File: src/pgrs_pkg.sv
package pgrs_pkg;

    // default table depth
    localparam int DEF_MAX_RANGES = 64;

    // operation codes carried in the func field
    localparam logic [1:0] FN_INSERT = 2'd0;
    localparam logic [1:0] FN_READ   = 2'd1;
    localparam logic [1:0] FN_CLEAR  = 2'd2;
    localparam logic [1:0] FN_NOP    = 2'd3;

    // controller to datapath
    typedef struct packed {
        logic load;        // capture the accepted word
        logic pass_start;  // begin a sweep over the used slots
        logic compact;     // sweep mode: 1 compact, 0 merge
        logic rd_slot;     // read the requested slot
        logic append;      // write the merged range after the last kept slot
        logic clear;       // empty the table
        logic drop;        // flag the insert as lost
        logic out_load;    // load the result register
    } t_cmd;

    // datapath to controller
    typedef struct packed {
        logic pass_done;   // no sweep in flight
        logic changed;     // the last merge sweep grew the range
        logic drop_cond;   // nothing merged and the table is full
        logic out_free;    // result register can take a word
    } t_sts;

    // two ranges join when they overlap, or touch and one is a single page
    function automatic logic f_joins(
        input logic [15:0] alo,
        input logic [15:0] ahi,
        input logic [15:0] blo,
        input logic [15:0] bhi
    );
        logic ov;
        logic sp;
        logic adj;
        ov  = (alo <= bhi) && (blo <= ahi);
        sp  = (alo == ahi) || (blo == bhi);
        adj = (({1'b0, ahi} + 17'd1) == {1'b0, blo}) ||
              (({1'b0, bhi} + 17'd1) == {1'b0, alo});
        return ov || (sp && adj);
    endfunction

endpackage

File: src/page_range_set_merge.sv
// Page range set: keeps up to MAX_RANGES page ranges, packed into the low slots.
// Slave channel: one word per operation; func selects insert, read slot or clear
// (code three does nothing and only reports the count). Master channel: one
// result word per accepted word, in order.
// Insert orders the two ends, then sweeps the used slots repeatedly, growing
// the range over every slot it joins, until a sweep leaves it unchanged; one
// more sweep compacts the untouched slots and the range is appended. If no
// slot joined and the table is full, the word is flagged dropped instead.
// Every sweep reads one slot per cycle from the table memory. A dropped insert
// skips the compacting sweep and the append.
// One word is worked on at a time; the next word is accepted once the
// current result sits in the output register, even while it waits.
// Reset empties the table and the output register; no clearing pass is needed.
// When the receiver stalls, the result is held and the block waits for it
// to be taken before finishing the next word.
module page_range_set_merge #(
    parameter int MAX_RANGES = pgrs_pkg::DEF_MAX_RANGES
) (
    input  logic        i_clk,
    input  logic        i_rst_n,
    input  logic        s_axis_tvalid,
    output logic        s_axis_tready,
    // func[1:0], first_page[17:2], last_page[33:18], slot[39:34]
    input  logic [39:0] s_axis_tdata,
    output logic        m_axis_tvalid,
    input  logic        m_axis_tready,
    // slot_low[15:0], slot_high[31:16], slot_used[32], range_total[39:33],
    // dropped[40], zero fill[47:41]
    output logic [47:0] m_axis_tdata
);

    pgrs_pkg::t_cmd w_cmd;
    pgrs_pkg::t_sts w_sts;
    logic [15:0]    w_slot_low;
    logic [15:0]    w_slot_high;
    logic           w_slot_used;
    logic [6:0]     w_range_total;
    logic           w_dropped;

    pgrs_ctrl u_ctrl (
        .i_clk   (i_clk),
        .i_rst_n (i_rst_n),
        .i_valid (s_axis_tvalid),
        .i_func  (s_axis_tdata[1:0]),
        .i_sts   (w_sts),
        .o_ready (s_axis_tready),
        .o_cmd   (w_cmd)
    );

    pgrs_dp #(
        .MAX_RANGES (MAX_RANGES)
    ) u_dp (
        .i_clk         (i_clk),
        .i_rst_n       (i_rst_n),
        .i_cmd         (w_cmd),
        .i_func        (s_axis_tdata[1:0]),
        .i_first_page  (s_axis_tdata[17:2]),
        .i_last_page   (s_axis_tdata[33:18]),
        .i_slot        (s_axis_tdata[39:34]),
        .i_out_ready   (m_axis_tready),
        .o_sts         (w_sts),
        .o_out_valid   (m_axis_tvalid),
        .o_slot_low    (w_slot_low),
        .o_slot_high   (w_slot_high),
        .o_slot_used   (w_slot_used),
        .o_range_total (w_range_total),
        .o_dropped     (w_dropped)
    );

    // result word packing
    assign m_axis_tdata = {7'd0, w_dropped, w_range_total, w_slot_used,
                           w_slot_high, w_slot_low};

    // one word in flight: no accept right after an accept
    a_single_word: assert property (@(posedge i_clk) disable iff (!i_rst_n)
        (s_axis_tvalid && s_axis_tready) |=> !s_axis_tready)
        else $error("word accepted while another is in work");

    // a sweep only starts once the previous one has drained
    a_sweep_drained: assert property (@(posedge i_clk) disable iff (!i_rst_n)
        w_cmd.pass_start |-> w_sts.pass_done)
        else $error("sweep started while one is in flight");

    // the result register is never overwritten while it holds a word
    a_no_overwrite: assert property (@(posedge i_clk) disable iff (!i_rst_n)
        w_cmd.out_load |-> w_sts.out_free)
        else $error("result loaded over a pending word");

    // a dropped insert never reports slot contents
    a_drop_clean: assert property (@(posedge i_clk) disable iff (!i_rst_n)
        m_axis_tvalid |-> !(m_axis_tdata[40] && m_axis_tdata[32]))
        else $error("dropped result carries slot data");

endmodule

File: src/pgrs_ctrl.sv
module pgrs_ctrl (
    input  logic           i_clk,
    input  logic           i_rst_n,
    input  logic           i_valid,
    input  logic [1:0]     i_func,
    input  pgrs_pkg::t_sts i_sts,
    output logic           o_ready,
    output pgrs_pkg::t_cmd o_cmd
);

    typedef enum logic [3:0] {
        S_IDLE,
        S_MERGE_GO,
        S_MERGE_RUN,
        S_COMPACT_GO,
        S_COMPACT_RUN,
        S_APPEND,
        S_READ,
        S_CLEAR,
        S_DONE
    } t_state;

    t_state r_state;

    // state register
    always_ff @(posedge i_clk) begin
        if (!i_rst_n) begin
            r_state <= S_IDLE;
        end else begin
            case (r_state)
                S_IDLE: begin
                    if (i_valid) begin
                        case (i_func)
                            pgrs_pkg::FN_INSERT: r_state <= S_MERGE_GO;
                            pgrs_pkg::FN_READ:   r_state <= S_READ;
                            pgrs_pkg::FN_CLEAR:  r_state <= S_CLEAR;
                            default:             r_state <= S_DONE;
                        endcase
                    end
                end
                S_MERGE_GO:   r_state <= S_MERGE_RUN;
                S_MERGE_RUN: begin
                    if (i_sts.pass_done) begin
                        if (i_sts.changed) begin
                            r_state <= S_MERGE_GO;
                        end else if (i_sts.drop_cond) begin
                            r_state <= S_DONE;
                        end else begin
                            r_state <= S_COMPACT_GO;
                        end
                    end
                end
                S_COMPACT_GO:  r_state <= S_COMPACT_RUN;
                S_COMPACT_RUN: begin
                    if (i_sts.pass_done) begin
                        r_state <= S_APPEND;
                    end
                end
                S_APPEND: r_state <= S_DONE;
                S_READ:   r_state <= S_DONE;
                S_CLEAR:  r_state <= S_DONE;
                S_DONE: begin
                    if (i_sts.out_free) begin
                        r_state <= S_IDLE;
                    end
                end
                default: r_state <= S_IDLE;
            endcase
        end
    end

    // command decode
    always_comb begin
        o_ready           = (r_state == S_IDLE);
        o_cmd.load        = (r_state == S_IDLE) && i_valid;
        o_cmd.pass_start  = (r_state == S_MERGE_GO) || (r_state == S_COMPACT_GO);
        o_cmd.compact     = (r_state == S_COMPACT_GO);
        o_cmd.rd_slot     = (r_state == S_READ);
        o_cmd.append      = (r_state == S_APPEND);
        o_cmd.clear       = (r_state == S_CLEAR);
        o_cmd.drop        = (r_state == S_MERGE_RUN) && i_sts.pass_done &&
                            !i_sts.changed && i_sts.drop_cond;
        o_cmd.out_load    = (r_state == S_DONE) && i_sts.out_free;
    end

endmodule

File: src/pgrs_dp.sv
module pgrs_dp #(
    parameter int MAX_RANGES = pgrs_pkg::DEF_MAX_RANGES
) (
    input  logic           i_clk,
    input  logic           i_rst_n,
    input  pgrs_pkg::t_cmd i_cmd,
    input  logic [1:0]     i_func,
    input  logic [15:0]    i_first_page,
    input  logic [15:0]    i_last_page,
    input  logic [5:0]     i_slot,
    input  logic           i_out_ready,
    output pgrs_pkg::t_sts o_sts,
    output logic           o_out_valid,
    output logic [15:0]    o_slot_low,
    output logic [15:0]    o_slot_high,
    output logic           o_slot_used,
    output logic [6:0]     o_range_total,
    output logic           o_dropped
);

    localparam int AW = $clog2(MAX_RANGES);
    localparam int CW = $clog2(MAX_RANGES + 1);
    localparam int SW = (CW > 6) ? CW : 6;

    // range table
    logic [15:0] mem_lo [MAX_RANGES];
    logic [15:0] mem_hi [MAX_RANGES];

    // control registers
    logic [CW-1:0] r_total;
    logic          r_issuing;
    logic          r_rd_vld;
    logic          r_out_valid;

    // payload registers
    logic [1:0]    r_func;
    logic [5:0]    r_slot;
    logic [15:0]   r_lo;
    logic [15:0]   r_hi;
    logic [AW-1:0] r_idx;
    logic [CW-1:0] r_k;
    logic          r_compact;
    logic          r_changed;
    logic          r_any_join;
    logic          r_drop;
    logic          r_hit;
    logic [15:0]   r_rd_lo;
    logic [15:0]   r_rd_hi;
    logic [15:0]   r_out_lo;
    logic [15:0]   r_out_hi;
    logic          r_out_used;
    logic [6:0]    r_out_total;
    logic          r_out_drop;

    logic [15:0]   n_lo;
    logic [15:0]   n_hi;
    logic          rd_join;
    logic          rd_en;
    logic [AW-1:0] raddr;
    logic          we;
    logic [15:0]   wdata_lo;
    logic [15:0]   wdata_hi;
    logic          slot_hit;
    logic          merge_hit;

    // join test on the slot just read, and the grown range
    always_comb begin
        rd_join   = pgrs_pkg::f_joins(r_lo, r_hi, r_rd_lo, r_rd_hi);
        merge_hit = r_rd_vld && !r_compact && rd_join;
        n_lo      = (r_rd_lo < r_lo) ? r_rd_lo : r_lo;
        n_hi      = (r_rd_hi > r_hi) ? r_rd_hi : r_hi;
    end

    // table port selection
    always_comb begin
        slot_hit = (SW'(r_slot) < SW'(r_total));
        rd_en    = i_cmd.rd_slot || r_issuing;
        raddr    = i_cmd.rd_slot ? AW'(r_slot) : r_idx;
        we       = i_cmd.append || (r_rd_vld && r_compact && !rd_join);
        wdata_lo = i_cmd.append ? r_lo : r_rd_lo;
        wdata_hi = i_cmd.append ? r_hi : r_rd_hi;
    end

    // table memory, one write and one registered read per cycle
    always_ff @(posedge i_clk) begin
        if (we) begin
            mem_lo[r_k[AW-1:0]] <= wdata_lo;
            mem_hi[r_k[AW-1:0]] <= wdata_hi;
        end
        if (rd_en) begin
            r_rd_lo <= mem_lo[raddr];
            r_rd_hi <= mem_hi[raddr];
        end
    end

    // sweep sequencing, count and result valid
    always_ff @(posedge i_clk) begin
        if (!i_rst_n) begin
            r_total     <= '0;
            r_issuing   <= 1'b0;
            r_rd_vld    <= 1'b0;
            r_out_valid <= 1'b0;
        end else begin
            r_rd_vld <= r_issuing;
            if (i_cmd.pass_start) begin
                r_issuing <= (r_total != '0);
            end else if (r_issuing && (CW'(r_idx) == r_total - CW'(1))) begin
                r_issuing <= 1'b0;
            end
            if (i_cmd.append) begin
                r_total <= r_k + CW'(1);
            end else if (i_cmd.clear) begin
                r_total <= '0;
            end
            if (i_cmd.out_load) begin
                r_out_valid <= 1'b1;
            end else if (i_out_ready) begin
                r_out_valid <= 1'b0;
            end
        end
    end

    // operand capture, merge and compact bookkeeping
    always_ff @(posedge i_clk) begin
        if (i_cmd.load) begin
            r_func     <= i_func;
            r_slot     <= i_slot;
            r_lo       <= (i_first_page < i_last_page) ? i_first_page : i_last_page;
            r_hi       <= (i_first_page < i_last_page) ? i_last_page : i_first_page;
            r_any_join <= 1'b0;
            r_drop     <= 1'b0;
        end
        if (i_cmd.pass_start) begin
            r_idx     <= '0;
            r_k       <= '0;
            r_compact <= i_cmd.compact;
            r_changed <= 1'b0;
        end else begin
            if (r_issuing) begin
                r_idx <= AW'(r_idx + 1'b1);
            end
            if (merge_hit) begin
                r_lo       <= n_lo;
                r_hi       <= n_hi;
                r_any_join <= 1'b1;
                if ((n_lo != r_lo) || (n_hi != r_hi)) begin
                    r_changed <= 1'b1;
                end
            end
            if (r_rd_vld && r_compact && !rd_join) begin
                r_k <= r_k + CW'(1);
            end
        end
        if (i_cmd.rd_slot) begin
            r_hit <= slot_hit;
        end
        if (i_cmd.drop) begin
            r_drop <= 1'b1;
        end
    end

    // result register
    always_ff @(posedge i_clk) begin
        if (i_cmd.out_load) begin
            if ((r_func == pgrs_pkg::FN_READ) && r_hit) begin
                r_out_lo   <= r_rd_lo;
                r_out_hi   <= r_rd_hi;
                r_out_used <= 1'b1;
            end else begin
                r_out_lo   <= '0;
                r_out_hi   <= '0;
                r_out_used <= 1'b0;
            end
            r_out_total <= 7'(r_total);
            r_out_drop  <= r_drop;
        end
    end

    // status to the controller
    always_comb begin
        o_sts.pass_done = !r_issuing && !r_rd_vld;
        o_sts.changed   = r_changed;
        o_sts.drop_cond = !r_any_join && (r_total == CW'(MAX_RANGES));
        o_sts.out_free  = !r_out_valid || i_out_ready;
    end

    assign o_out_valid   = r_out_valid;
    assign o_slot_low    = r_out_lo;
    assign o_slot_high   = r_out_hi;
    assign o_slot_used   = r_out_used;
    assign o_range_total = r_out_total;
    assign o_dropped     = r_out_drop;

endmodule
File: config.mk
export PLATFORM = sky130hd
export DESIGN_NAME = page_range_set_merge
export DESIGN_NICKNAME = d
export VERILOG_FILES = /design/src/pgrs_pkg.sv /design/src/page_range_set_merge.sv /design/src/pgrs_ctrl.sv /design/src/pgrs_dp.sv
export SDC_FILE = /design/constraint.sdc
export NUM_CORES = 2
export LEC_CHECK = 0
export BUFFER_PORTS_ARGS = -buffer_cell sky130_fd_sc_hd__buf_2
export CORE_MARGIN = 10
export CORE_UTILIZATION = 65
export CTS_BUF_LIST = sky130_fd_sc_hd__clkbuf_4
export DETAILED_ROUTE_END_ITERATION = 10
export GPL_ROUTABILITY_DRIVEN = 0
export PLACE_DENSITY = 0.85
export RECOVER_POWER = 50
export SETUP_SLACK_MARGIN = 0.05
export SLEW_MARGIN = 10
export SYNTH_ARGS = -nofsm -noshare
export SYNTH_HDL_FRONTEND = slang
export SYNTH_SLANG_ARGS = --single-unit
File: constraint.sdc
create_clock -name i_clk -period 12.55 [get_ports i_clk]
set_clock_uncertainty 0.2 [all_clocks]
set_input_delay 0 -clock i_clk [delete_from_list [all_inputs] [get_ports i_clk]]
set_output_delay 0 -clock i_clk [all_outputs]
set_load 0.01 [all_outputs]
# == Word level (Yosys, flattened, before mapping) ==
# Memory sizes are Yosys's and may differ from the RTL's. A register that Yosys moved wholly into a read port is not among the register bits.
# Cells that the tools add are included.
# word_totals
ram_bits,2048
ff_bits,113
memories,2
input_bits,44
out_inout_bits,50
elab_cells,129
# mem_list
name,depth,word_bits,read_ports,rd_ports_with_merged_regs,write_ports,line,text
u_dp.mem_hi,64,16,1,1,1,pgrs_dp.sv:27,logic [15:0] mem_hi [MAX_RANGES];
u_dp.mem_lo,64,16,1,1,1,pgrs_dp.sv:26,logic [15:0] mem_lo [MAX_RANGES];
# classes
n_lt_le_gt_ge,6
add_sub_neg,5
reduce_logical,39
muxes,33
n_eq_ne,23
# ops
cell,count
$mux 16,12
$add 16x1->17 const B,2
$eq 17x16->1,2
$eq 16x16->1,2
$le 16x16->1,2
$lt 16x16->1,2
$ne 16x16->1,2
$pmux 4 s7,1
$mux 4,6
$eq 4x3->1 const B,4
$gt 16x16->1,1
$logic_and 1x1->1,15
$mux 7,2
$pmux 4 s3,1
$mux 1,10
$eq 4x2->1 const B,2
$logic_or 1x1->1,8
$add 7x1->7 const B,1
$eq 6x7->1,1
$eq 7x7->1 const B,1
$logic_not 1->1,7
$lt 6x7->1,1
$reduce_bool 7->1,1
$sub 7x1->7 const B,1
other kinds (14),19

# == Logic depth before layout (Yosys ltp) ==
# logic_depth
ltp_word,10
ltp_mapped,13
mapped_depth_nobuf,11

# == Modules after synthesis ==
# From an unflattened synthesis, not the netlist that was laid out.
# unflattened
hier_cells,4812
area_unflattened_um2,89764.8
# by_module_without_submodules
module,seq_area_each_um2,area_each_um2,instances,cells_per_inst
pgrs_dp,65152.5,89249.3,1,4742
pgrs_ctrl,80.1,444.2,1,60
page_range_set_merge,0.0,71.3,1,10

# == Worst setup path after synthesis ==
# No wires, ideal clock.
# synth_timing
kind,reg2reg
startpoint,reg u_dp.r_hi[8]
endpoint,"mem u_dp.mem_hi[10][0], enable pin"
path_buffers,2
synth_period_minus_slack_ns,5.477
path_slack_ns,7.073
setup_ns,0.461
path_stages_with_launch,12
arrival_time_ns,4.816
t_required_ns,11.889
cell_sequence,dfxtp_1 buf_2 nand4_1 nor4_1 mux2i_1 mux2i_1 a22o_1 o2bb2ai_4 a21oi_2 o21bai_2 buf_2 nor3_1
# synth_via
elab_chain_len,10
elab_cells_between_ends,14
classes_between,1 x add/sub; 1 x order compare; 2 x eq/ne; 2 x mux; 8 x reduce/logical
# synth_rtl
item,line,text
start: declaration,pgrs_dp.sv:39,logic [15:0] r_hi;
start signal: assignment,pgrs_dp.sv:129,r_hi <= (i_first_page < i_last_page) ? i_last_page : i_first_page;
start signal: assignment,pgrs_dp.sv:144,r_hi <= n_hi;
$add 16x1->17,pgrs_pkg.sv:44,"adj = (({1'b0, ahi} + 17'd1) == {1'b0, blo}) ||"
$eq 17x16->1,pgrs_pkg.sv:44,
$logic_or 1x1->1,pgrs_pkg.sv:44,
$logic_and 1x1->1,pgrs_pkg.sv:46,return ov || (sp && adj);
$logic_or 1x1->1 *,pgrs_pkg.sv:46,
$logic_not 1->1 *,pgrs_dp.sv:79,we = i_cmd.append || (r_rd_vld && r_compact && !rd_join);
$logic_and 1x1->1 *,pgrs_dp.sv:79,
$logic_or 1x1->1 *,pgrs_dp.sv:79,
$mux 1 *,pgrs_dp.sv:86,if (we) begin
$mux 1 (implied by the code) *,pgrs_dp.sv:88,mem_hi[r_k[AW-1:0]] <= wdata_hi;
end: declaration,pgrs_dp.sv:27,
# Mark *: on every way between the ends. The rest lies on a longest branch, timed or not.

# == Worst setup path in the final report ==
# layout_timing
startpoint,reg u_ctrl.r_state[3]
endpoint,mem u_dp.mem_hi[12][14] (data pin)
# layout_via
elab_chain_len,2
# layout_rtl
item,line,text
start: declaration,pgrs_ctrl.sv:23,t_state r_state;
start signal: assignment,pgrs_ctrl.sv:28,r_state <= S_IDLE;
start signal: assignment,pgrs_ctrl.sv:34,pgrs_pkg::FN_INSERT: r_state <= S_MERGE_GO;
start signal: assignment,pgrs_ctrl.sv:35,pgrs_pkg::FN_READ: r_state <= S_READ;
$eq 4x3->1,pgrs_ctrl.sv:79,o_cmd.append = (r_state == S_APPEND);
$mux 16,pgrs_dp.sv:81,wdata_hi = i_cmd.append ? r_hi : r_rd_hi;
via u_dp.wdata_hi[14],pgrs_dp.sv:62,logic [15:0] wdata_hi;
# The timed path passes the listed nets, and every way through them passes these cells.

==> results.md <==
* Top FF cell, synth: edfxtp_1
* Die area at ~150,000 sq um
* Area Overhead vs Synth at 12.2%
* Starting Density at 0.656
* Min-delay src: i_rst_n
* Routed Antenna Nets at 0
* Post-layout minimum cycle time at 8.62 ns
* Max-cap viol count at 37
* Cell area after synthesis at ~89,000 sq um
* Core Box Area at approximately 140,000 sq um
* Final WL at between 200,000 and 300,000 microns
* Worst Path Max Fanout at 33
* Met3 Track Usage GR at 0.125
* Max clock buf depth at 4
* Post-synth EDFFs at 2,131
* Worst r2r src: u_ctrl.r_state[3]
* Arr. time, crit path at 9.20 ns
* Vias at 54,307
* CTS tree: yes
* Seq/Total Area, Yosys at 0.731
* #FFs+latches synth at between 2,000 and 2,500
* Max-slew violations at 2,176
* Post-Synth Adder-Cell Area at 0.0128
* First-pass GRT wire length at 371,000 microns
* Startpoint Class: flip-flop
* H-tree levels at 6
* Reg clk slew, reported paths at ~0.070 ns
* DR pass1 iterations at 8
* Compound-Gate Fraction of Synth Area at 0.0327
* Initial antenna violation count at 9
* Worst-Skew Late Latency at 1.34 ns
* Pwr/cell area at 219 nW/um^2
* Slew @ Worst Pin at 4.41 ns
* Fin util at 0.736
* Most frequent cells in the layout: 2,131 x edfxtp_1, 742 x clkbuf_4, 607 x nand2_1
* Leak at around 0.033 uW
* Commonest non-fill, non-tap cell in the layout: edfxtp_1
* Largest net degree at the start of global routing at 128
* M2 GR Usage at 0.511
* Setup-failing EPs final at 0
* Post-CTS Repair Setup Buffers at 0
* Post-Synth Simple-Gate Area at 0.0578
* CP Capture Type: flip-flop
* CTS Root Cell: clkbuf_4
* Status: finished with violations
* Avg Cell Area, Syn at around 18 sq um
* Layout cells sized above 1 at 0.275
* Asr flop ratio synth at 0
* Drt via density at 7.13
* Worst EP required at 13.13 ns
* Hold crit path type: primary input to flip-flop
* Gr usage total at 0.337
* XOR/XNOR share of the synthesized area at 0.0117
* Num CTS Buffers at 542
* NumNets Final at 5,628
* Mean routed wirelength per cell at 33.8 microns
* Global routing's busiest layer: met2
* Number of global-route vias before repair at 55,266
* Netlist cell types at 73
* DR iter-0 viols at ~8,700
* Total congestion overflow at 0
* Die Width at 390 microns
* Synth warnings at 0
* # port buffers at 86
* I/O pin cnt at 94
* Largest family of logic cells by synthesized area: multiplexers
* Crit share post-route at 0.687
* DRC at 0
* RSZ-0062 raised after global routing: false
* Setup tns final at 0 ns
* Failing checks: capacitance limit, slew limit
* F_max at 116 MHz
* Clk sinks at 2,193
* Die Y at 390 microns
* Filler cells at 7,274
* Mux contribution to synthesized area at 0.134
* Crit path from: u_ctrl.r_state[3]
* Final Hold Vio Count at 0
* Mapped Cells at 4,890
* Routing usage on met1 at 0.407
* Worst Path Class, Setup: flip-flop to flip-flop
* Post_cts resized at 0
* Slew Limit Headroom at -1.97
* Hpwl dp at around 130,000 microns
* Site Rows at 135
* Peak supply drop at 0.000168 V
[registers in the layout, summed over array words and instances (netlist names), 2 cells and up]
| name | cells |
|---|---|
| u_dp.r_idx | 6 |
| u_dp.r_k | 7 |
| u_dp.r_hi | 16 |
| u_dp.r_total | 7 |
| u_dp.o_slot_low | 16 |
| u_dp.r_rd_hi | 16 |
| u_dp.mem_hi | 1024 |
| u_dp.r_func | 2 |
| u_dp.r_lo | 16 |
| u_dp.mem_lo | 1024 |
| u_ctrl.r_state | 4 |
| u_dp.r_rd_lo | 16 |
| u_dp.o_range_total | 7 |
| u_dp.o_slot_high | 16 |
| u_dp.r_slot | 6 |
[layer usage]
layer	vias to the layer above	share of wire
met5	-	0.00071
met4	6	0.074
met3	1149	0.15
met2	5305	0.46
met1	26745	0.31
li1	21102	-
[area by class of cell]
class | instances | area [sq um] | share of cell area
clock buffer | 742 | 5570 | 0.0557
antenna | 11 | 27.5 | 0.000275
multi-input combinational | 2283 | 22800 | 0.227
inverter | 80 | 300 | 0.00300
timing repair buffer | 393 | 3030 | 0.0303
clock inverter | 139 | 897 | 0.00897
tap | 1781 | 2230 | 0.0223
sequential | 2193 | 65200 | 0.652
[power by group]
part	leakage, uW	internal (uW)	switching (uW)	total, uW
sequential	0.0197	9210	543	9760
combinational	0.00965	2220	4090	6310
clock	0.00386	2990	2800	5800
total	0.0332	14400	7440	21900
[worst paths after layout]
kind	cells past startpoint	slack, ns	endpoint
setup / recovery	6	3.93	u_dp.mem_hi[12][14]
hold / removal	4	0.15	u_dp.r_issuing
setup reg to reg	6	3.93	u_dp.mem_hi[12][14]
hold reg to reg	0	0.28	u_dp.o_dropped
[synthesized netlist by cell type (all sizes together) (42+ instances only)]
| cell type | n | area share |
|---|---|---|
| a311oi | 97 | 0.0095 |
| and3 | 70 | 0.0049 |
| xor2 | 83 | 0.0082 |
| mux4 | 508 | 0.13 |
| edfxtp | 2131 | 0.72 |
| nor2 | 45 | 0.0019 |
| a21oi | 81 | 0.0047 |
| ha | 91 | 0.013 |
| nand2 | 610 | 0.026 |
| nand3 | 150 | 0.0084 |
| buf | 163 | 0.0093 |
| clkbuf | 177 | 0.0074 |
| inv | 80 | 0.0034 |
| dfxtp | 62 | 0.014 |
| o21ai | 42 | 0.0024 |
| nor3 | 98 | 0.0055 |
[cell families (layout without fill, tap and decap cells)]
family / count (synthesis) / after routing
XOR/XNOR: 119 / 119
multiplexers: 553 / 553
flip-flops: 2193 / 2193
buffers and inverters: 420 / 1354
AND/OR/NAND/NOR: 1123 / 1123
adder cells (fa/ha/maj): 91 / 91
other: 1 / 18
AO/OA/AOI/OAI: 390 / 390
[critical path: stages (launching register included)]
cell and delay [ns]:
dfxtp_1 0.46, nand3b_1 0.46, nor2_4 0.03, clkbuf_1 0.85, clkbuf_1 0.89, o21ai_0 3.53, clkbuf_1 1.56
[per-stage QoR]
stage                     total power [uW]  worst slack, ns  cells  hold slack (ns)  instance area, sq um
final                                21900             3.93   7622            0.145                100000
after global routing                 22500             3.70   7618            0.130                100000
after CTS                            21500             6.26   7611           0.0315                100000
after detailed placement             15700             6.28   6570          -0.0178                 92300
after global placement               15400             6.34   6570          -0.0168                 92300
after floorplan                      13400             7.07   4896           -0.101                 89200
[repair_timing]
item                                    4_1_cts  5_1_grt
endpoints found under the setup margin        0        0
hold buffers                                160        0
endpoints found under the hold margin       105        0
Power figures use the tool's default switching activity.
